`src/rtl/gcsh_pkg.sv`:
```
// shared types and codes for the gripper clamp and stall homing block
// no dependencies; used by every module of the block but the queue
package gcsh_pkg;

	// command classes handed from front to back
	typedef enum logic [2:0] {
		OP_TICK  = 3'd0,
		OP_OPEN  = 3'd1,
		OP_CLOSE = 3'd2,
		OP_HOME  = 3'd3,
		OP_STOP  = 3'd4,
		OP_RESET = 3'd5,
		OP_NONE  = 3'd6
	} op_t;

	localparam int OP_BITS = 3;

	// highest valid request code
	localparam logic [2:0] REQ_LAST = 3'd5;

	// configuration register indexes
	localparam logic [2:0] CFG_OPEN_TRQ    = 3'd0;
	localparam logic [2:0] CFG_CLOSE_TRQ   = 3'd1;
	localparam logic [2:0] CFG_RAMP_INIT   = 3'd2;
	localparam logic [2:0] CFG_MAX_DAC     = 3'd3;
	localparam logic [2:0] CFG_DAC_STEP    = 3'd4;
	localparam logic [2:0] CFG_STILL_THR   = 3'd5;
	localparam logic [2:0] CFG_STILL_NEED  = 3'd6;
	localparam logic [2:0] CFG_SETTLE      = 3'd7;

	// clamp states
	localparam logic [2:0] CLAMP_UNKNOWN = 3'd0;
	localparam logic [2:0] CLAMP_OPENING = 3'd1;
	localparam logic [2:0] CLAMP_OPEN    = 3'd2;
	localparam logic [2:0] CLAMP_CLOSING = 3'd3;
	localparam logic [2:0] CLAMP_CLOSED  = 3'd4;

	// mechanism states
	localparam logic [1:0] MECH_READY   = 2'd0;
	localparam logic [1:0] MECH_MOVING  = 2'd1;
	localparam logic [1:0] MECH_HOLDING = 2'd2;
	localparam logic [1:0] MECH_HOMING  = 2'd3;

	// drive modes
	localparam logic [1:0] MODE_POS     = 2'd0;
	localparam logic [1:0] MODE_TORQUE  = 2'd1;
	localparam logic [1:0] MODE_STOPPED = 2'd2;

	// configuration register file contents
	typedef struct packed {
		logic signed [15:0] open_trq;
		logic signed [15:0] close_trq;
		logic signed [15:0] ramp_init;
		logic signed [15:0] max_dac;
		logic [14:0]        dac_step;
		logic [15:0]        still_threshold;
		logic [7:0]         still_needed;
		logic [15:0]        settle_ticks;
	} cfg_t;

endpackage

```
`src/rtl/gcsh_req_if.sv`:
```
// request channel: valid/ready handshake carrying one event beat
// no dependencies
interface gcsh_req_if #(
	parameter int POS_BITS = 32
) ();
	logic                       valid;
	logic                       ready;
	logic [2:0]                 req_type;
	logic signed [POS_BITS-1:0] raw_position;
	logic signed [15:0]         close_torque;

	modport source (output valid, req_type, raw_position, close_torque, input ready);
	modport sink   (input valid, req_type, raw_position, close_torque, output ready);
endinterface

```
`src/rtl/gcsh_rsp_if.sv`:
```
// result channel: valid/ready handshake carrying one status beat
// no dependencies
interface gcsh_rsp_if #(
	parameter int DAC_BITS = 16,
	parameter int POS_BITS = 32
) ();
	logic                       valid;
	logic                       ready;
	logic                       accepted;
	logic [2:0]                 clamp_state;
	logic [1:0]                 mech_state;
	logic [1:0]                 drive_mode;
	logic signed [DAC_BITS-1:0] dac_out;
	logic signed [POS_BITS-1:0] target_pos;
	logic signed [POS_BITS-1:0] rel_position;
	logic                       homed_now;

	modport source (output valid, accepted, clamp_state, mech_state, drive_mode, dac_out,
		target_pos, rel_position, homed_now, input ready);
	modport sink   (input valid, accepted, clamp_state, mech_state, drive_mode, dac_out,
		target_pos, rel_position, homed_now, output ready);
endinterface

```
`src/rtl/gcsh_front.sv`:
```
// front end: configuration registers, request intake and command classification
// depends on gcsh_pkg and gcsh_req_if
module gcsh_front #(
	parameter int DAC_BITS = 16,
	parameter int POS_BITS = 32
) (
	input  logic                                    clk,
	input  logic                                    arst_n,
	gcsh_req_if.sink                                req,
	input  logic                                    cfg_we,
	input  logic [2:0]                              cfg_index,
	input  logic [15:0]                             cfg_wdata,
	output gcsh_pkg::cfg_t                          cfg,
	output logic                                    push_valid,
	input  logic                                    push_ready,
	output logic [gcsh_pkg::OP_BITS+POS_BITS+DAC_BITS-1:0] push_data
);
	import gcsh_pkg::*;

	localparam int DAC_HI = (DAC_BITS >= 16) ? 32767 : (2 ** (DAC_BITS - 1)) - 1;
	localparam int DAC_LO = -DAC_HI - 1;

	cfg_t                       cfg_q;
	op_t                        op;
	logic signed [15:0]         cmd16;
	logic signed [DAC_BITS-1:0] cmd_dac;

	// clamp a 16-bit torque into the dac range
	function automatic logic signed [15:0] sat16(input logic signed [15:0] v);
		logic signed [15:0] r;
		r = v;
		if (DAC_BITS < 16) begin
			if (v > DAC_HI) begin
				r = 16'(DAC_HI);
			end else if (v < DAC_LO) begin
				r = 16'(DAC_LO);
			end
		end
		return r;
	endfunction

	// configuration register file
	always_ff @(posedge clk or negedge arst_n) begin
		if (!arst_n) begin
			cfg_q.open_trq        <= -16'sd100;
			cfg_q.close_trq       <= 16'sd100;
			cfg_q.ramp_init       <= 16'sd10;
			cfg_q.max_dac         <= 16'sd80;
			cfg_q.dac_step        <= 15'd10;
			cfg_q.still_threshold <= 16'd1;
			cfg_q.still_needed    <= 8'd5;
			cfg_q.settle_ticks    <= 16'd5;
		end else if (cfg_we) begin
			unique case (cfg_index)
				CFG_OPEN_TRQ:   cfg_q.open_trq        <= sat16(cfg_wdata);
				CFG_CLOSE_TRQ:  cfg_q.close_trq       <= sat16(cfg_wdata);
				CFG_RAMP_INIT:  cfg_q.ramp_init       <= sat16(cfg_wdata);
				CFG_MAX_DAC:    cfg_q.max_dac         <= sat16(cfg_wdata);
				CFG_DAC_STEP:   cfg_q.dac_step        <= cfg_wdata[14:0];
				CFG_STILL_THR:  cfg_q.still_threshold <= cfg_wdata;
				CFG_STILL_NEED: cfg_q.still_needed    <= cfg_wdata[7:0];
				CFG_SETTLE:     cfg_q.settle_ticks    <= cfg_wdata;
				default: ;
			endcase
		end
	end

	assign cfg = cfg_q;

	// classify the request
	always_comb begin
		op = (req.req_type <= REQ_LAST) ? op_t'(req.req_type) : OP_NONE;
	end

	// pick the torque a command would apply
	always_comb begin
		unique case (op)
			OP_OPEN:  cmd16 = cfg_q.open_trq;
			OP_CLOSE: cmd16 = (req.close_torque > 16'sd0) ? sat16(req.close_torque)
			                                              : cfg_q.close_trq;
			OP_HOME:  cmd16 = cfg_q.ramp_init;
			default:  cmd16 = 16'sd0;
		endcase
		cmd_dac = DAC_BITS'(cmd16);
	end

	assign push_valid = req.valid;
	assign req.ready  = push_ready;
	assign push_data  = {op, req.raw_position, cmd_dac};

endmodule

```
`src/rtl/gcsh_queue.sv`:
```
// two-entry command queue between front and back
// depends on nothing but its width parameter
module gcsh_queue #(
	parameter int WIDTH = 51
) (
	input  logic             clk,
	input  logic             arst_n,
	input  logic             in_valid,
	output logic             in_ready,
	input  logic [WIDTH-1:0] in_data,
	output logic             out_valid,
	input  logic             out_ready,
	output logic [WIDTH-1:0] out_data
);
	localparam int DEPTH = 2;

	logic [WIDTH-1:0] mem_q [DEPTH];
	logic             wptr_q;
	logic             rptr_q;
	logic [1:0]       count_q;
	logic             push;
	logic             pop;

	assign in_ready  = (count_q != 2'd2);
	assign out_valid = (count_q != 2'd0);
	assign out_data  = mem_q[rptr_q];
	assign push      = in_valid && in_ready;
	assign pop       = out_valid && out_ready;

	// pointers and fill level
	always_ff @(posedge clk or negedge arst_n) begin
		if (!arst_n) begin
			wptr_q  <= 1'b0;
			rptr_q  <= 1'b0;
			count_q <= 2'd0;
		end else begin
			if (push) begin
				wptr_q <= ~wptr_q;
			end
			if (pop) begin
				rptr_q <= ~rptr_q;
			end
			unique case ({push, pop})
				2'b10:   count_q <= count_q + 2'd1;
				2'b01:   count_q <= count_q - 2'd1;
				default: count_q <= count_q;
			endcase
		end
	end

	// entry storage
	always_ff @(posedge clk) begin
		if (push) begin
			mem_q[wptr_q] <= in_data;
		end
	end

endmodule

```
`src/rtl/gcsh_back.sv`:
```
// back end: sequencer state, homing ramp, settle counter and result register
// depends on gcsh_pkg and gcsh_rsp_if
module gcsh_back #(
	parameter int DAC_BITS = 16,
	parameter int POS_BITS = 32
) (
	input  logic                                           clk,
	input  logic                                           arst_n,
	input  gcsh_pkg::cfg_t                                 cfg,
	input  logic                                           pop_valid,
	output logic                                           pop_ready,
	input  logic [gcsh_pkg::OP_BITS+POS_BITS+DAC_BITS-1:0] pop_data,
	gcsh_rsp_if.source                                     rsp
);
	import gcsh_pkg::*;

	localparam int SW = ((DAC_BITS > 15) ? DAC_BITS : 15) + 2;
	localparam int PW = POS_BITS + 1;
	localparam logic signed [DAC_BITS-1:0] DAC_MAXV = {1'b0, {(DAC_BITS-1){1'b1}}};
	localparam logic signed [DAC_BITS-1:0] DAC_MINV = {1'b1, {(DAC_BITS-1){1'b0}}};

	// sequencer state
	logic [2:0]                 clamp_q, clamp_d;
	logic [1:0]                 mech_q, mech_d;
	logic [1:0]                 mode_q, mode_d;
	logic                       homing_q, homing_d;
	logic signed [POS_BITS-1:0] last_q, last_d;
	logic [7:0]                 still_q, still_d;
	logic signed [DAC_BITS-1:0] dac_q, dac_d;
	logic [15:0]                settle_q, settle_d;
	logic signed [POS_BITS-1:0] zero_q, zero_d;
	logic signed [POS_BITS-1:0] target_q, target_d;

	// result register
	logic                       ovalid_q;
	logic                       acc_q;
	logic                       homed_q;
	logic signed [POS_BITS-1:0] rel_q;

	// item fields and datapath
	op_t                        op;
	logic signed [POS_BITS-1:0] raw;
	logic signed [DAC_BITS-1:0] cmd_dac;
	logic signed [PW-1:0]       diff;
	logic [PW-1:0]              delta_abs;
	logic                       is_still;
	logic [7:0]                 still_inc;
	logic signed [SW-1:0]       ramp_sum;
	logic signed [DAC_BITS-1:0] ramp_sat;
	logic                       ramp_fits;
	logic [15:0]                settle_start;
	logic                       acc;
	logic                       homed;
	logic signed [POS_BITS-1:0] rel;
	logic                       pop;

	assign op      = op_t'(pop_data[OP_BITS+POS_BITS+DAC_BITS-1 -: OP_BITS]);
	assign raw     = pop_data[POS_BITS+DAC_BITS-1 -: POS_BITS];
	assign cmd_dac = pop_data[DAC_BITS-1:0];

	// take the next beat whenever the result slot frees up
	assign pop_ready = !ovalid_q || rsp.ready;
	assign pop       = pop_valid && pop_ready;

	// stall detect on position change
	always_comb begin
		diff      = PW'(raw) - PW'(last_q);
		delta_abs = diff[PW-1] ? PW'(-diff) : PW'(diff);
		is_still  = delta_abs < PW'(cfg.still_threshold);
		still_inc = (still_q == 8'hFF) ? still_q : still_q + 8'd1;
	end

	// homing torque ramp with saturation
	always_comb begin
		ramp_sum  = SW'(dac_q) + SW'($signed({1'b0, cfg.dac_step}));
		ramp_fits = (&ramp_sum[SW-1:DAC_BITS-1]) || !(|ramp_sum[SW-1:DAC_BITS-1]);
		if (ramp_fits) begin
			ramp_sat = ramp_sum[DAC_BITS-1:0];
		end else begin
			ramp_sat = ramp_sum[SW-1] ? DAC_MINV : DAC_MAXV;
		end
		settle_start = (cfg.settle_ticks == 16'd0) ? 16'd1 : cfg.settle_ticks;
	end

	// next-state update for one command
	always_comb begin
		clamp_d  = clamp_q;
		mech_d   = mech_q;
		mode_d   = mode_q;
		homing_d = homing_q;
		last_d   = last_q;
		still_d  = still_q;
		dac_d    = dac_q;
		settle_d = settle_q;
		zero_d   = zero_q;
		target_d = target_q;
		acc      = 1'b1;
		homed    = 1'b0;
		unique case (op)
			OP_TICK: begin
				// homing first
				if (homing_q) begin
					if (is_still) begin
						still_d = still_inc;
						if (still_inc >= cfg.still_needed) begin
							homing_d = 1'b0;
							dac_d    = '0;
							mode_d   = MODE_POS;
							zero_d   = raw;
							target_d = '0;
							clamp_d  = CLAMP_CLOSED;
							mech_d   = MECH_READY;
							homed    = 1'b1;
						end
					end else begin
						still_d = 8'd0;
						last_d  = raw;
						if (dac_q < cfg.max_dac) begin
							dac_d = ramp_sat;
						end
					end
				end
				// then the open/close settle countdown
				if (settle_q != 16'd0) begin
					settle_d = settle_q - 16'd1;
					if (settle_q == 16'd1) begin
						if (clamp_d == CLAMP_OPENING) begin
							clamp_d = CLAMP_OPEN;
							mech_d  = MECH_READY;
						end else if (clamp_d == CLAMP_CLOSING) begin
							mode_d   = MODE_POS;
							target_d = raw - zero_d;
							clamp_d  = CLAMP_CLOSED;
							mech_d   = MECH_HOLDING;
						end
					end
				end
			end
			OP_OPEN, OP_CLOSE, OP_HOME: begin
				if (mech_q != MECH_READY) begin
					acc = 1'b0;
				end else begin
					mode_d = MODE_TORQUE;
					dac_d  = cmd_dac;
					if (op == OP_OPEN) begin
						clamp_d  = CLAMP_OPENING;
						mech_d   = MECH_MOVING;
						settle_d = settle_start;
					end else if (op == OP_CLOSE) begin
						clamp_d  = CLAMP_CLOSING;
						mech_d   = MECH_MOVING;
						settle_d = settle_start;
					end else begin
						mech_d   = MECH_HOMING;
						homing_d = 1'b1;
						last_d   = raw;
						still_d  = 8'd0;
					end
				end
			end
			OP_STOP, OP_RESET: begin
				if (homing_q) begin
					homing_d = 1'b0;
					dac_d    = '0;
				end
				mode_d = MODE_STOPPED;
				mech_d = MECH_HOLDING;
				if (op == OP_RESET) begin
					settle_d = 16'd0;
					clamp_d  = CLAMP_UNKNOWN;
					mech_d   = MECH_READY;
				end
			end
			default: begin
				acc = 1'b0;
			end
		endcase
		rel = raw - zero_d;
	end

	// state registers, advanced once per popped beat
	always_ff @(posedge clk or negedge arst_n) begin
		if (!arst_n) begin
			clamp_q  <= CLAMP_UNKNOWN;
			mech_q   <= MECH_READY;
			mode_q   <= MODE_POS;
			homing_q <= 1'b0;
			last_q   <= '0;
			still_q  <= 8'd0;
			dac_q    <= '0;
			settle_q <= 16'd0;
			zero_q   <= '0;
			target_q <= '0;
		end else if (pop) begin
			clamp_q  <= clamp_d;
			mech_q   <= mech_d;
			mode_q   <= mode_d;
			homing_q <= homing_d;
			last_q   <= last_d;
			still_q  <= still_d;
			dac_q    <= dac_d;
			settle_q <= settle_d;
			zero_q   <= zero_d;
			target_q <= target_d;
		end
	end

	// result valid flag
	always_ff @(posedge clk or negedge arst_n) begin
		if (!arst_n) begin
			ovalid_q <= 1'b0;
		end else if (pop) begin
			ovalid_q <= 1'b1;
		end else if (rsp.ready) begin
			ovalid_q <= 1'b0;
		end
	end

	// result payload
	always_ff @(posedge clk) begin
		if (pop) begin
			acc_q   <= acc;
			homed_q <= homed;
			rel_q   <= rel;
		end
	end

	assign rsp.valid        = ovalid_q;
	assign rsp.accepted     = acc_q;
	assign rsp.clamp_state  = clamp_q;
	assign rsp.mech_state   = mech_q;
	assign rsp.drive_mode   = mode_q;
	assign rsp.dac_out      = dac_q;
	assign rsp.target_pos   = target_q;
	assign rsp.rel_position = rel_q;
	assign rsp.homed_now    = homed_q;

endmodule

```
`src/rtl/gripper_clamp_and_stall_homing.sv`:
```
// An accepted request beat is written into the queue; when popped, its result is
// registered and the result beat becomes valid.
// Throughput: one beat per cycle; while a result waits on rsp.ready the two-entry
// queue keeps taking request beats until it is full, then req.ready drops.
// Reset (arst_n low, asynchronous): queue emptied, sequencer state cleared,
// configuration registers back to their defaults.
module gripper_clamp_and_stall_homing #(
	parameter int DAC_BITS = 16,
	parameter int POS_BITS = 32
) (
	input  logic        clk,
	input  logic        arst_n,
	gcsh_req_if.sink    req,
	gcsh_rsp_if.source  rsp,
	input  logic        cfg_we,
	input  logic [2:0]  cfg_index,
	input  logic [15:0] cfg_wdata
);
	import gcsh_pkg::*;

	localparam int EW = OP_BITS + POS_BITS + DAC_BITS;

	cfg_t          cfg;
	logic          push_valid;
	logic          push_ready;
	logic [EW-1:0] push_data;
	logic          pop_valid;
	logic          pop_ready;
	logic [EW-1:0] pop_data;

	// intake and classification
	gcsh_front #(
		.DAC_BITS(DAC_BITS),
		.POS_BITS(POS_BITS)
	) u_front (
		.clk        (clk),
		.arst_n     (arst_n),
		.req        (req),
		.cfg_we     (cfg_we),
		.cfg_index  (cfg_index),
		.cfg_wdata  (cfg_wdata),
		.cfg        (cfg),
		.push_valid (push_valid),
		.push_ready (push_ready),
		.push_data  (push_data)
	);

	// decoupling queue
	gcsh_queue #(
		.WIDTH(EW)
	) u_queue (
		.clk       (clk),
		.arst_n    (arst_n),
		.in_valid  (push_valid),
		.in_ready  (push_ready),
		.in_data   (push_data),
		.out_valid (pop_valid),
		.out_ready (pop_ready),
		.out_data  (pop_data)
	);

	// sequencer
	gcsh_back #(
		.DAC_BITS(DAC_BITS),
		.POS_BITS(POS_BITS)
	) u_back (
		.clk       (clk),
		.arst_n    (arst_n),
		.cfg       (cfg),
		.pop_valid (pop_valid),
		.pop_ready (pop_ready),
		.pop_data  (pop_data),
		.rsp       (rsp)
	);

endmodule

```
`src/flat_wrapper.sv`:
```
// flat-port wrapper written by rule: the top's interface ports become plain ports
module gripper_clamp_and_stall_homing_flat import gcsh_pkg::*;
#(
	parameter int DAC_BITS = 16,
	parameter int POS_BITS = 32
)
  (clk, arst_n, cfg_we, cfg_index, cfg_wdata, req_valid, req_req_type, req_raw_position, req_close_torque, req_ready, rsp_valid, rsp_accepted, rsp_clamp_state, rsp_mech_state, rsp_drive_mode, rsp_dac_out, rsp_target_pos, rsp_rel_position, rsp_homed_now, rsp_ready);
  gcsh_req_if #(.POS_BITS(POS_BITS)) req_i ();
  gcsh_rsp_if #(.DAC_BITS(DAC_BITS), .POS_BITS(POS_BITS)) rsp_i ();
  input  logic clk;
  input  logic arst_n;
  input  logic cfg_we;
  input  logic [2:0] cfg_index;
  input  logic [15:0] cfg_wdata;
  input wire logic [$bits(req_i.valid)-1:0] req_valid;
  input wire logic [$bits(req_i.req_type)-1:0] req_req_type;
  input wire logic [$bits(req_i.raw_position)-1:0] req_raw_position;
  input wire logic [$bits(req_i.close_torque)-1:0] req_close_torque;
  output wire logic [$bits(req_i.ready)-1:0] req_ready;
  output wire logic [$bits(rsp_i.valid)-1:0] rsp_valid;
  output wire logic [$bits(rsp_i.accepted)-1:0] rsp_accepted;
  output wire logic [$bits(rsp_i.clamp_state)-1:0] rsp_clamp_state;
  output wire logic [$bits(rsp_i.mech_state)-1:0] rsp_mech_state;
  output wire logic [$bits(rsp_i.drive_mode)-1:0] rsp_drive_mode;
  output wire logic [$bits(rsp_i.dac_out)-1:0] rsp_dac_out;
  output wire logic [$bits(rsp_i.target_pos)-1:0] rsp_target_pos;
  output wire logic [$bits(rsp_i.rel_position)-1:0] rsp_rel_position;
  output wire logic [$bits(rsp_i.homed_now)-1:0] rsp_homed_now;
  input wire logic [$bits(rsp_i.ready)-1:0] rsp_ready;
  assign req_i.valid = req_valid;
  assign req_i.req_type = req_req_type;
  assign req_i.raw_position = req_raw_position;
  assign req_i.close_torque = req_close_torque;
  assign req_ready = req_i.ready;
  assign rsp_valid = rsp_i.valid;
  assign rsp_accepted = rsp_i.accepted;
  assign rsp_clamp_state = rsp_i.clamp_state;
  assign rsp_mech_state = rsp_i.mech_state;
  assign rsp_drive_mode = rsp_i.drive_mode;
  assign rsp_dac_out = rsp_i.dac_out;
  assign rsp_target_pos = rsp_i.target_pos;
  assign rsp_rel_position = rsp_i.rel_position;
  assign rsp_homed_now = rsp_i.homed_now;
  assign rsp_i.ready = rsp_ready;
  gripper_clamp_and_stall_homing #(.DAC_BITS(DAC_BITS), .POS_BITS(POS_BITS)) u_core (.clk(clk), .arst_n(arst_n), .req(req_i), .rsp(rsp_i), .cfg_we(cfg_we), .cfg_index(cfg_index), .cfg_wdata(cfg_wdata));
endmodule
```
`config.mk`:
```
export PLATFORM = sky130hd
export DESIGN_NAME = gripper_clamp_and_stall_homing_flat
export DESIGN_NICKNAME = d
export VERILOG_FILES = /design/src/rtl/gcsh_pkg.sv /design/src/rtl/gcsh_req_if.sv /design/src/rtl/gcsh_rsp_if.sv /design/src/rtl/gcsh_front.sv /design/src/rtl/gcsh_queue.sv /design/src/rtl/gcsh_back.sv /design/src/rtl/gripper_clamp_and_stall_homing.sv /design/src/flat_wrapper.sv
export SDC_FILE = /design/constraint.sdc
export NUM_CORES = 1
export LEC_CHECK = 0
export BUFFER_PORTS_ARGS = -buffer_cell sky130_fd_sc_hd__buf_2
export CORE_UTILIZATION = 35
export DETAILED_ROUTE_END_ITERATION = 8
export GPL_TIMING_DRIVEN = 0
export PLACE_DENSITY = 0.58
export SYNTH_ARGS = -nofsm -noshare
export SYNTH_HDL_FRONTEND = slang
export SYNTH_HIERARCHICAL = 1
export SYNTH_SLANG_ARGS = --single-unit
```
`constraint.sdc`:
```
create_clock -name clk -period 13.02 [get_ports clk]
set_input_delay 0.651 -clock clk [delete_from_list [all_inputs] [get_ports clk]]
set_output_delay 0.651 -clock clk [all_outputs]
set_load 0.1 [all_outputs]
```
## Word level (Yosys, flattened, before mapping)

Memory sizes are Yosys's and may differ from the RTL's.
Cells that the tools add are included.
Widths: inputs -> output; s select.

- Add/sub/neg operators: 9
- $lt $le $gt $ge: 5
- Equal/unequal tests: 33
- Multiplexer cells: 94
- Bitwise operators: 2
- Reduce and logical (&&, ||, !) cells: 38

Operators with widths:

| kind | number |
|---|---|
| $mux 32 | 17 |
| $mux 16 | 15 |
| $pmux 16 s3 | 3 |
| $pmux 32 s2 | 1 |
| $sub 32x32->32 | 2 |
| $mux 8 | 6 |
| $mux 3 | 13 |
| $mux 2 | 19 |
| $lt 33x16->1 | 1 |
| $mux 33 | 1 |
| $neg 33->33 | 1 |
| $sub 32x32->33 | 1 |
| $eq 3x2->1 const B | 7 |
| $eq 3x3->1 const B | 6 |
| $ne 2x2->1 const B | 9 |
| $reduce_and 2->1 | 9 |
| $add 16x16->17 | 1 |
| $eq 16x1->1 const B | 1 |
| $gt 16x1->1 const B | 1 |
| $logic_not 16->1 | 1 |
| $lt 16x16->1 | 1 |
| $pmux 8 s2 | 1 |
| $reduce_bool 16->1 | 1 |
| $sub 16x1->16 const B | 1 |
| 29 further kinds | 62 |

- Bits in registers: 302
- Bits in writable memories: 102
- Bits of input ports: 75
- Memories kept: 1

Memory list:

| memory | words | width | rd ports | clocked after Yosys merged registers in | write ports | line | RTL |
|---|---|---|---|---|---|---|---|
| u_core.u_queue.mem_q | 2 | 51 | 1 | 0 | 1 | gcsh_queue.sv:17 | `logic [WIDTH-1:0] mem_q [DEPTH];` |

## Logic depth before layout (Yosys ltp)

Gate-level depths: netlist of the first run.
An unclocked memory read counts as a cell.

- Word-level depth: 14
- Mapped depth: 49
- Depth with buffers taken out: 45

## Cells and area by module

Netlist of the first run, hierarchy kept.

By module, submodules not included:

| module | instances | cells each | area each (um^2) | seq. area each (um^2) |
|---|---|---|---|---|
| gcsh_back | 1 | 1730 | 15491.1 | 4649.5 |
| gcsh_front | 1 | 359 | 5330.1 | 3010.4 |
| gcsh_queue | 1 | 176 | 3900.0 | 3163.0 |

## Worst setup path before layout of the first run

OpenSTA, ideal clock, no wires.

- Kind: register to register
- Start: register u_core.u_queue.rptr_q
- End: register u_core.u_back.rel_q[31], in the netlist u_core/u_back/rsp.rel_position[31] (data pin)
- Library setup time: 265 ps
- Data arrival time: 9758 ps
- Slack: 2996 ps
- Stages on the path, launching flop included: 49
- Cells stage by stage: dfrtp_1 buf_6 buf_6 mux2_2 inv_1 ha_1 fa_1 nand2b_1 a21o_1 a211oi_1 o211ai_1 nand2_1 a41oi_1 o31ai_1 clkbuf_1 nor2_1 a21oi_1 ha_1 (+13 left out) clkbuf_1 buf_2 a21oi_1 ha_1 nor2b_1 o211ai_1 nand3_1 a31o_2 a31oi_1 o21ai_0 o41ai_1 nor2_1 a211oi_1 a211o_1 o21ai_0 o41ai_1 o21ai_0 xor2_1

- Cells in the longest elaborated chain, start to end: 10
- Elaborated cells on any way between the ends: 12
- Classes of those cells: 3 x add/sub; 1 x order compare; 6 x mux; 1 x reduce/logical; 1 x memory

RTL lines:

| what | line | RTL |
|---|---|---|
| from (decl) | gcsh_queue.sv:19 | `logic rptr_q;` |
| from (signal assigned) | gcsh_queue.sv:41 | `rptr_q <= ~rptr_q;` |
| $mem_v2 2x51 (*) | n/a |  |
| named net u_core.pop_data[16] | gripper_clamp_and_stall_homing.sv:29 | `logic [EW-1:0] pop_data;` |
| $sub 32x32->33 | gcsh_back.sv:67 | `diff = PW'(raw) - PW'(last_q);` |
| $neg 33->33 | gcsh_back.sv:68 | `delta_abs = diff[PW-1] ? PW'(-diff) : PW'(diff);` |
| $mux 33 | gcsh_back.sv:68 |  |
| $lt 33x16->1 | gcsh_back.sv:69 | `is_still = delta_abs < PW'(cfg.still_threshold);` |
| $mux 32 | gcsh_back.sv:103 | `if (is_still) begin` |
| $mux 32 | gcsh_back.sv:102 | `if (homing_q) begin` |
| $mux 32 (2 in a row) | gcsh_back.sv:99 | `unique case (op)` |
| $sub 32x32->32 (*) | gcsh_back.sv:178 | `rel = raw - zero_d;` |
| named net u_core.u_back.rel[31] | gcsh_back.sv:54 | `logic signed [POS_BITS-1:0] rel;` |
| to (signal assigned) | gcsh_back.sv:224 | `rel_q <= rel;` |
| to (decl) | gcsh_back.sv:38 | `logic signed [POS_BITS-1:0] rel_q;` |

Mark *: on every way through the listed nets, which the timed path passes. The rest lies on a longest branch. The select of a mux whose other input is x is not followed.
A chain may end at the register's enable or synchronous reset.

## Final worst setup path of the first run

Same ends and word-level chain as after synthesis.

==> impl_metrics.py, run 1 <==
metrics = {
    "run_status": {
        "status": "finished, final reports clean",
    },
    "floorplan": {
        "die_w_microns": 268,
        "core_area_sq_mm": 0.0699,
        "num_io_pins": 166,
        "die_area_sq_mm": 0.0717,
        "start_util_pct": 35.4,
        "rows": 97,
        "die_h_microns": 268,
    },
    "finish": {
        "syn2layout_area_growth_pct": 14.8,
        "fin_nets": 2679,
        "layout_common_cells": "dfrtp_1, mux2_2, ha_1",
        "final_common_cell": "dfrtp_1",
        "drive_gt1_share_pct": 23.8,
        "antenna_cells": 0,
    },
    "yosys": {
        "synth_mux_area_share_pct": 15.2,
        "synth-xor-area-share_pct": 3.86,
        "synth-simple-area-share_pct": 10.0,
        "seq_area_frac_synth_pct": 43.8,
        "synth_fa_ha_area_share_pct": 8.02,
        "synth-seq-cells": 404,
        "syn-cell-area_sq_mm": 0.0247,
        "ys_types": 95,
        "synth_area_leader_cell": "dfrtp_1",
        "avgSynthCellArea_sq_um": 10.9,
        "synth_top_family_by_area": "multiplexers",
        "yosys_warnings": 6,
        "syn_inst": 2265,
        "synth_edf_count": 136,
        "ys.flop_type": "dfrtp_1",
        "async_flop_share_pct": 66.3,
        "synthTopCellsByArea": "dfrtp_1, edfxtp_1, mux2_2",
        "synth_compound_area_share_pct": 14.1,
        "synth_fp_nets": 2496,
        "synth_top_area_share_pct": 24.5,
    },
    "clocking": {
        "cts_buffer_depth": 3,
        "clkSinkCount": 404,
        "clk_pin_slew_ps": 60,
        "cts_hold_buf": 0,
        "tritoncts": "built",
        "htree_levels": 2,
        "cts-root-buf": "clkbuf_16",
        "clkLatencyLatePin_ps": 610,
        "cts_buffers": 48,
    },
    "grt": {
        "grt_max_degree": 103,
        "grt_pass1_vias": 18676,
        "grt_pass1_wl_microns": 104000,
        "grt_usage_pct": 18.5,
        "antenna_found_initial": 2,
        "grt-ovfl-total": 0,
    },
    "critical_path": {
        "cp.required_ps": 13350,
        "crit_slowest_cell": "fa_1",
        "critPathKind": "reg2reg",
        "arrival_ps": 12470,
        "critPathMaxStageDelay_ps": 500,
        "crit_fanout": 10,
        "path_common_cell": "o21ai_0",
        "start_kind": "flop",
        "end_kind": "flop",
    },
    "drt": {
        "dr.pass1.iters": 5,
        "avgRoutedWirePerCell_microns": 19.4,
        "viasPerCell": 5.30,
        "drt_iter0_markers": 1071,
        "drt_wl_total_microns": 66400,
        "ant_nets": 0,
        "drcViolationCount": 0,
        "vias": 18185,
    },
    "timing": {
        "hold_violations": 0,
        "min_period_ps": 12140,
        "finalMaxSlewViolations": 0,
        "relSlewSlack_pct": 25.2,
        "clock_skew_ps": 35.9,
        "worst_pin_slew_ps": 1120,
        "hold_ws_ps": 27.0,
        "setup_ws_ps": 882,
        "min_period_over_period_pct": 93.2,
        "setup_tns_ps": 0,
        "setup_viol": 0,
        "max_freq_mhz": 82.4,
    },
    "pwr": {
        "cellPowerDensity_mw_per_mm2": 289,
        "totalPowerFinal_uw": 8200,
        "power_leakage_uw": 0.0124,
        "ir_worst_vdd_mv": 0.178,
    },
    "placed_design": {
        "dpl.hpwl_microns": 49700,
        "io_buffer_count": 127,
        "place_ws_ps": -673,
        "gp_congestion": 0.885,
    },
    "min_path": {
        "min_path_type": "in2async",
    },
    "run": {
        "drv_cap": 0,
    },
}
[final timing paths]
path                                          startpoint                                  to  slack, ps  depth (start not counted)
worst max-delay path               u_core/u_queue/rptr_q  u_core/u_back/rsp.rel_position[31]        880                         47
worst min-delay path                              arst_n            u_core/u_back/still_q[6]         30                          1
worst max register to register     u_core/u_queue/rptr_q  u_core/u_back/rsp.rel_position[31]        880                         47
worst min register to register  u_core/u_back/last_q[30]            u_core/u_back/last_q[30]        490                          1
max in group asynchronous                         arst_n     u_core/u_back/rsp.target_pos[2]      11630                          3
min in group clk                     req_raw_position[1]         u_core/u_queue/mem_q[0][17]        230                          1
[cells by family (layout without fill, tap and decap cells)]
| family | count (synthesis) | count (layout) |
|---|---|---|
| AO/OA/AOI/OAI | 541 | 541 |
| adder cells (fa/ha/maj) | 156 | 156 |
| multiplexers | 335 | 335 |
| XOR/XNOR | 109 | 109 |
| AND/OR/NAND/NOR | 470 | 470 |
| flip-flops | 404 | 404 |
| buffers and inverters | 250 | 473 |
[per-layer routing]
layer  wire [microns]  track usage [%]
met5               13                0
met4             2150             6.56
met3             2340             2.18
met2            32500             32.3
met1            29300             23.6
[cell type report]
class / instances / area (sq um)
Multi-Input combinational cell: 1611 / 12700
Timing Repair Buffer: 134 / 776
Clock inverter: 29 / 328
Buffer: 111 / 697
Inverter: 138 / 518
Fill cell: 6806 / 41500
Sequential cell: 404 / 10800
Clock buffer: 61 / 1320
Tap cell: 940 / 1180
[power breakdown]
group | switching (uW) | total, uW | internal (uW) | leakage, uW
logic | 3180 | 4910 | 1730 | 0.00716
clock network | 569 | 1400 | 826 | 0.000820
registers | 172 | 1890 | 1720 | 0.00446
[what timing repair did]
item	CTS	global route
buffers inserted	0	2
endpoints found under the setup margin	4	6
endpoints found under the hold margin	0	0
gates resized for setup	4	5
pin swaps	0	2
[sequential cells by signal (all words and copies together), names as in the netlist, 2 cells and up]
signal                          cells
u_core/u_back/rsp.dac_out          16
u_core/u_back/still_q               8
u_core/u_back/rsp.mech_state        2
u_core/u_back/last_q               32
u_core/u_back/rsp.target_pos       32
u_core/u_back/zero_q               32
u_core/u_back/settle_q             16
u_core/u_back/rsp.drive_mode        2
u_core/u_back/rsp.rel_position     32
u_core/u_queue/count_q              2
u_core/u_back/rsp.clamp_state       3
u_core/u_queue/mem_q              102
u_core/u_front/cfg                119
[synthesized netlist by cell type (all sizes together) (15+ instances only)]
cell type / instances
mux2: 249
dfrtp: 242
ha: 152
o21ai: 145
inv: 138
edfxtp: 136
nor2: 121
a21oi: 119
nand2: 102
mux2i: 86
buf: 74
xnor2: 71
a21o: 45
nor3: 42
o22ai: 40
clkbuf: 38
xor2: 38
nand3: 31
nand2b: 27
dfstp: 26
nor2b: 25
a211oi: 18
o21a: 18
nor4: 16
a31oi: 15
and2: 15
[stage by stage]
step / area, sq um / util [%] / cells
4_1_cts: 28300 / 40.5 / 3427
3_5_place_dp: 26700 / 38.2 / 3337
6_report: 28400 / 40.6 / 3428
3_3_place_gp: 26500 / 38.0 / 3332
2_1_floorplan: 24700 / - / 2265
5_1_grt: 28400 / 40.6 / 3428
[worst max-delay path, delay by kind of cell, from the launching register on]
| family | cells | cell delay (ps) |
|---|---|---|
| AND/OR/NAND/NOR | 10 | 1840 |
| multiplexers | 1 | 390 |
| flip-flops | 1 | 370 |
| AO/OA/AOI/OAI | 26 | 6540 |
| buffers and inverters | 6 | 1490 |
| XOR/XNOR | 1 | 170 |
| adder cells (fa/ha/maj) | 3 | 1030 |
Note: power is estimated with default switching activity, not from simulation.
==> run 2: changes to the inputs <==
--- a/config.mk
+++ b/config.mk
@@ -9,8 +9,7 @@
 export CORE_UTILIZATION = 35
 export DETAILED_ROUTE_END_ITERATION = 8
 export GPL_TIMING_DRIVEN = 0
-export PLACE_DENSITY = 0.58
+export PLACE_DENSITY_LB_ADDON = 0.2
 export SYNTH_ARGS = -nofsm -noshare
 export SYNTH_HDL_FRONTEND = slang
-export SYNTH_HIERARCHICAL = 1
 export SYNTH_SLANG_ARGS = --single-unit
==> impl_metrics.py, run 2 <==
metrics = {
    "run_status": {
        "status": "finished, final reports clean",
    },
    "clocking": {
        "htree_levels": 2,
        "clkSinkCount": 404,
        "cts_hold_buf": 0,
        "cts_buffer_depth": 3,
        "cts-root-buf": "clkbuf_16",
        "cts_buffers": 46,
        "clk_pin_slew_ps": 60,
        "tritoncts": "built",
        "clkLatencyLatePin_ps": 600,
    },
    "yosys": {
        "yosys_warnings": 0,
        "synth-simple-area-share_pct": 11.0,
        "synth-seq-cells": 404,
        "synth-xor-area-share_pct": 3.79,
        "synth_mux_area_share_pct": 14.6,
        "synth_top_family_by_area": "compound AO/OA/AOI/OAI gates",
        "synth_area_leader_cell": "dfrtp_1",
        "synth_compound_area_share_pct": 15.5,
        "synth_most_common_cell": "dfrtp_1",
        "synth_fp_nets": 2532,
        "syn-cell-area_sq_mm": 0.0247,
        "avgSynthCellArea_sq_um": 10.7,
        "synth_edf_count": 136,
        "seq_area_frac_synth_pct": 43.8,
        "synthTopCellsByArea": "dfrtp_1, edfxtp_1, mux2_2",
        "ys.flop_type": "dfrtp_1",
        "syn_inst": 2300,
        "synth_top_area_share_pct": 24.5,
        "synthTopCellsByCount": "dfrtp_1, mux2_2, ha_1",
        "async_flop_share_pct": 66.3,
        "ys_types": 88,
        "synth_fa_ha_area_share_pct": 8.07,
    },
    "finish": {
        "layout_common_cells": "dfrtp_1, mux2_2, buf_2",
        "antenna_cells": 0,
        "largest_reg_flops": 119,
        "syn2layout_area_growth_pct": 15.0,
        "fillers": 6875,
        "final_common_cell": "dfrtp_1",
        "stdcell_count": 3494,
        "fin_nets": 2748,
        "drive_gt1_share_pct": 21.2,
    },
    "placed_design": {
        "io_buffer_count": 159,
        "place_ws_ps": -1240,
        "placed_cells": 3404,
        "dpl.hpwl_microns": 52400,
        "gp_congestion": 0.859,
    },
    "grt": {
        "grt_max_degree": 104,
        "grt_util_met3_pct": 2.41,
        "grt_util_met1_pct": 25.1,
        "grt_pass1_vias": 18769,
        "grt_pass1_wl_microns": 108000,
        "use_met2_pct": 33.3,
        "antenna_found_initial": 0,
        "grt-ovfl-total": 0,
        "grt_usage_pct": 19.1,
        "grt-busiest-layer": "met2",
    },
    "timing": {
        "setup_viol": 0,
        "min_period_ps": 12230,
        "finalMaxSlewViolations": 0,
        "hold_violations": 0,
        "relSlewSlack_pct": 28.1,
        "clock_skew_ps": 34.1,
        "setup_tns_ps": 0,
        "grt_setup_unrepaired": "no",
        "setup_ws_ps": 789,
        "max_freq_mhz": 81.8,
        "min_period_over_period_pct": 93.9,
        "worst_pin_slew_ps": 1080,
    },
    "critical_path": {
        "crit_fanout": 10,
        "arrival_ps": 12540,
        "critPathKind": "reg2reg",
        "start_kind": "flop",
        "reg2reg_depth": 46,
        "end_kind": "flop",
        "cp.required_ps": 13330,
        "critPathMaxStageDelay_ps": 590,
        "crit_slowest_cell": "dfrtp_2",
    },
    "drt": {
        "drt_iter0_markers": 1111,
        "dr.pass1.iters": 5,
        "avgRoutedWirePerCell_microns": 19.6,
        "ant_nets": 0,
        "drcViolationCount": 0,
        "viasPerCell": 5.36,
        "drt_wl_total_microns": 68600,
        "vias": 18743,
    },
    "pwr": {
        "power_leakage_uw": 0.0120,
        "ir_worst_vdd_mv": 0.155,
        "cellPowerDensity_mw_per_mm2": 293,
    },
    "floorplan": {
        "rows": 97,
        "core_area_sq_mm": 0.0699,
        "die_area_sq_mm": 0.0717,
        "start_util_pct": 35.4,
        "die_w_microns": 268,
        "num_io_pins": 166,
        "die_h_microns": 268,
    },
    "run": {
        "drv_cap": 0,
    },
    "min_path": {
        "min_path_type": "in2async",
    },
}
## run 2: kinds of logic (layout without fill, tap and decap cells)
kind of cell | Yosys count | in the layout
DFF | 404 | 404
AOI/OAI and AO/OA | 573 | 573
adders and majority gates | 157 | 157
muxes | 332 | 332
buffers and inverters | 186 | 440
and+or+nand+nor | 542 | 542
xor gates and xnor gates | 106 | 106
## run 2: per-stage QoR
stage,hold WS (ps),utilization (%),total power (uW),instance area (sq um)
after floorplan,355,-,5790,24700
after global placement,472,38.2,6930,26700
after detailed placement,487,38.4,7020,26800
after CTS,49.6,40.6,8380,28400
after global routing,88.7,40.7,8970,28400
final,55.6,40.7,8320,28400
## run 2: final timing paths
check / slack (ps) / startpoint / to
setup / recovery: 790 / u_core.u_queue.rptr_q / u_core.u_back.rsp.rel_position[30]
hold / removal: 60 / arst_n / u_core.u_back.zero_q[19]
setup reg to reg: 790 / u_core.u_queue.rptr_q / u_core.u_back.rsp.rel_position[30]
hold reg to reg: 500 / u_core.u_back.rsp.target_pos[21] / u_core.u_back.rsp.target_pos[21]
max in group asynchronous: 11520 / arst_n / u_core.u_front.cfg[98]
min in group clk: 240 / req_raw_position[7] / u_core.u_queue.mem_q[1][23]
## run 2: power by group
part           internal, uW  switching (uW)  leakage, uW
Sequential             1710             195      0.00463
Clock                   768             549     0.000734
Combinational          1790            3310      0.00660
Total                  4270            4060       0.0120
## run 2: worst max-delay path: cells and delay by family, from the launching register on
| kind | cells | cell delay [ps] |
|---|---|---|
| fa+ha+maj | 4 | 1200 |
| xor+xnor | 2 | 330 |
| simple gates | 9 | 1460 |
| mux | 1 | 470 |
| compound gates | 23 | 6020 |
| flops | 1 | 590 |
| buf+inv | 7 | 1800 |
## run 2: layer usage
metal | vias to the layer above | share of wire (%)
met5 | - | 0
met2 | 384 | 49
met1 | 9279 | 45
met4 | 0 | 1.9
li1 | 9001 | -
met3 | 79 | 4.0
## run 2: repair_timing
| action | in CTS | in global routing |
|---|---|---|
| endpoints found under the setup margin | 16 | 10 |
| pin swaps | 0 | 1 |
| cloned | 0 | 0 |
| resized for setup | 4 | 3 |
| setup buffers | 0 | 5 |
## run 2: layout make-up
cell class / count / area [sq um] / area share [%]
well taps: 940 / 1180 / 4.14
multi-input cells: 1710 / 13100 / 46.1
clock buffers: 66 / 1280 / 4.49
inverters: 103 / 387 / 1.36
repair buffers: 170 / 978 / 3.44
plain buffers: 81 / 414 / 1.46
clock inverters: 20 / 251 / 0.885
flip-flops and latches: 404 / 10800 / 38.1
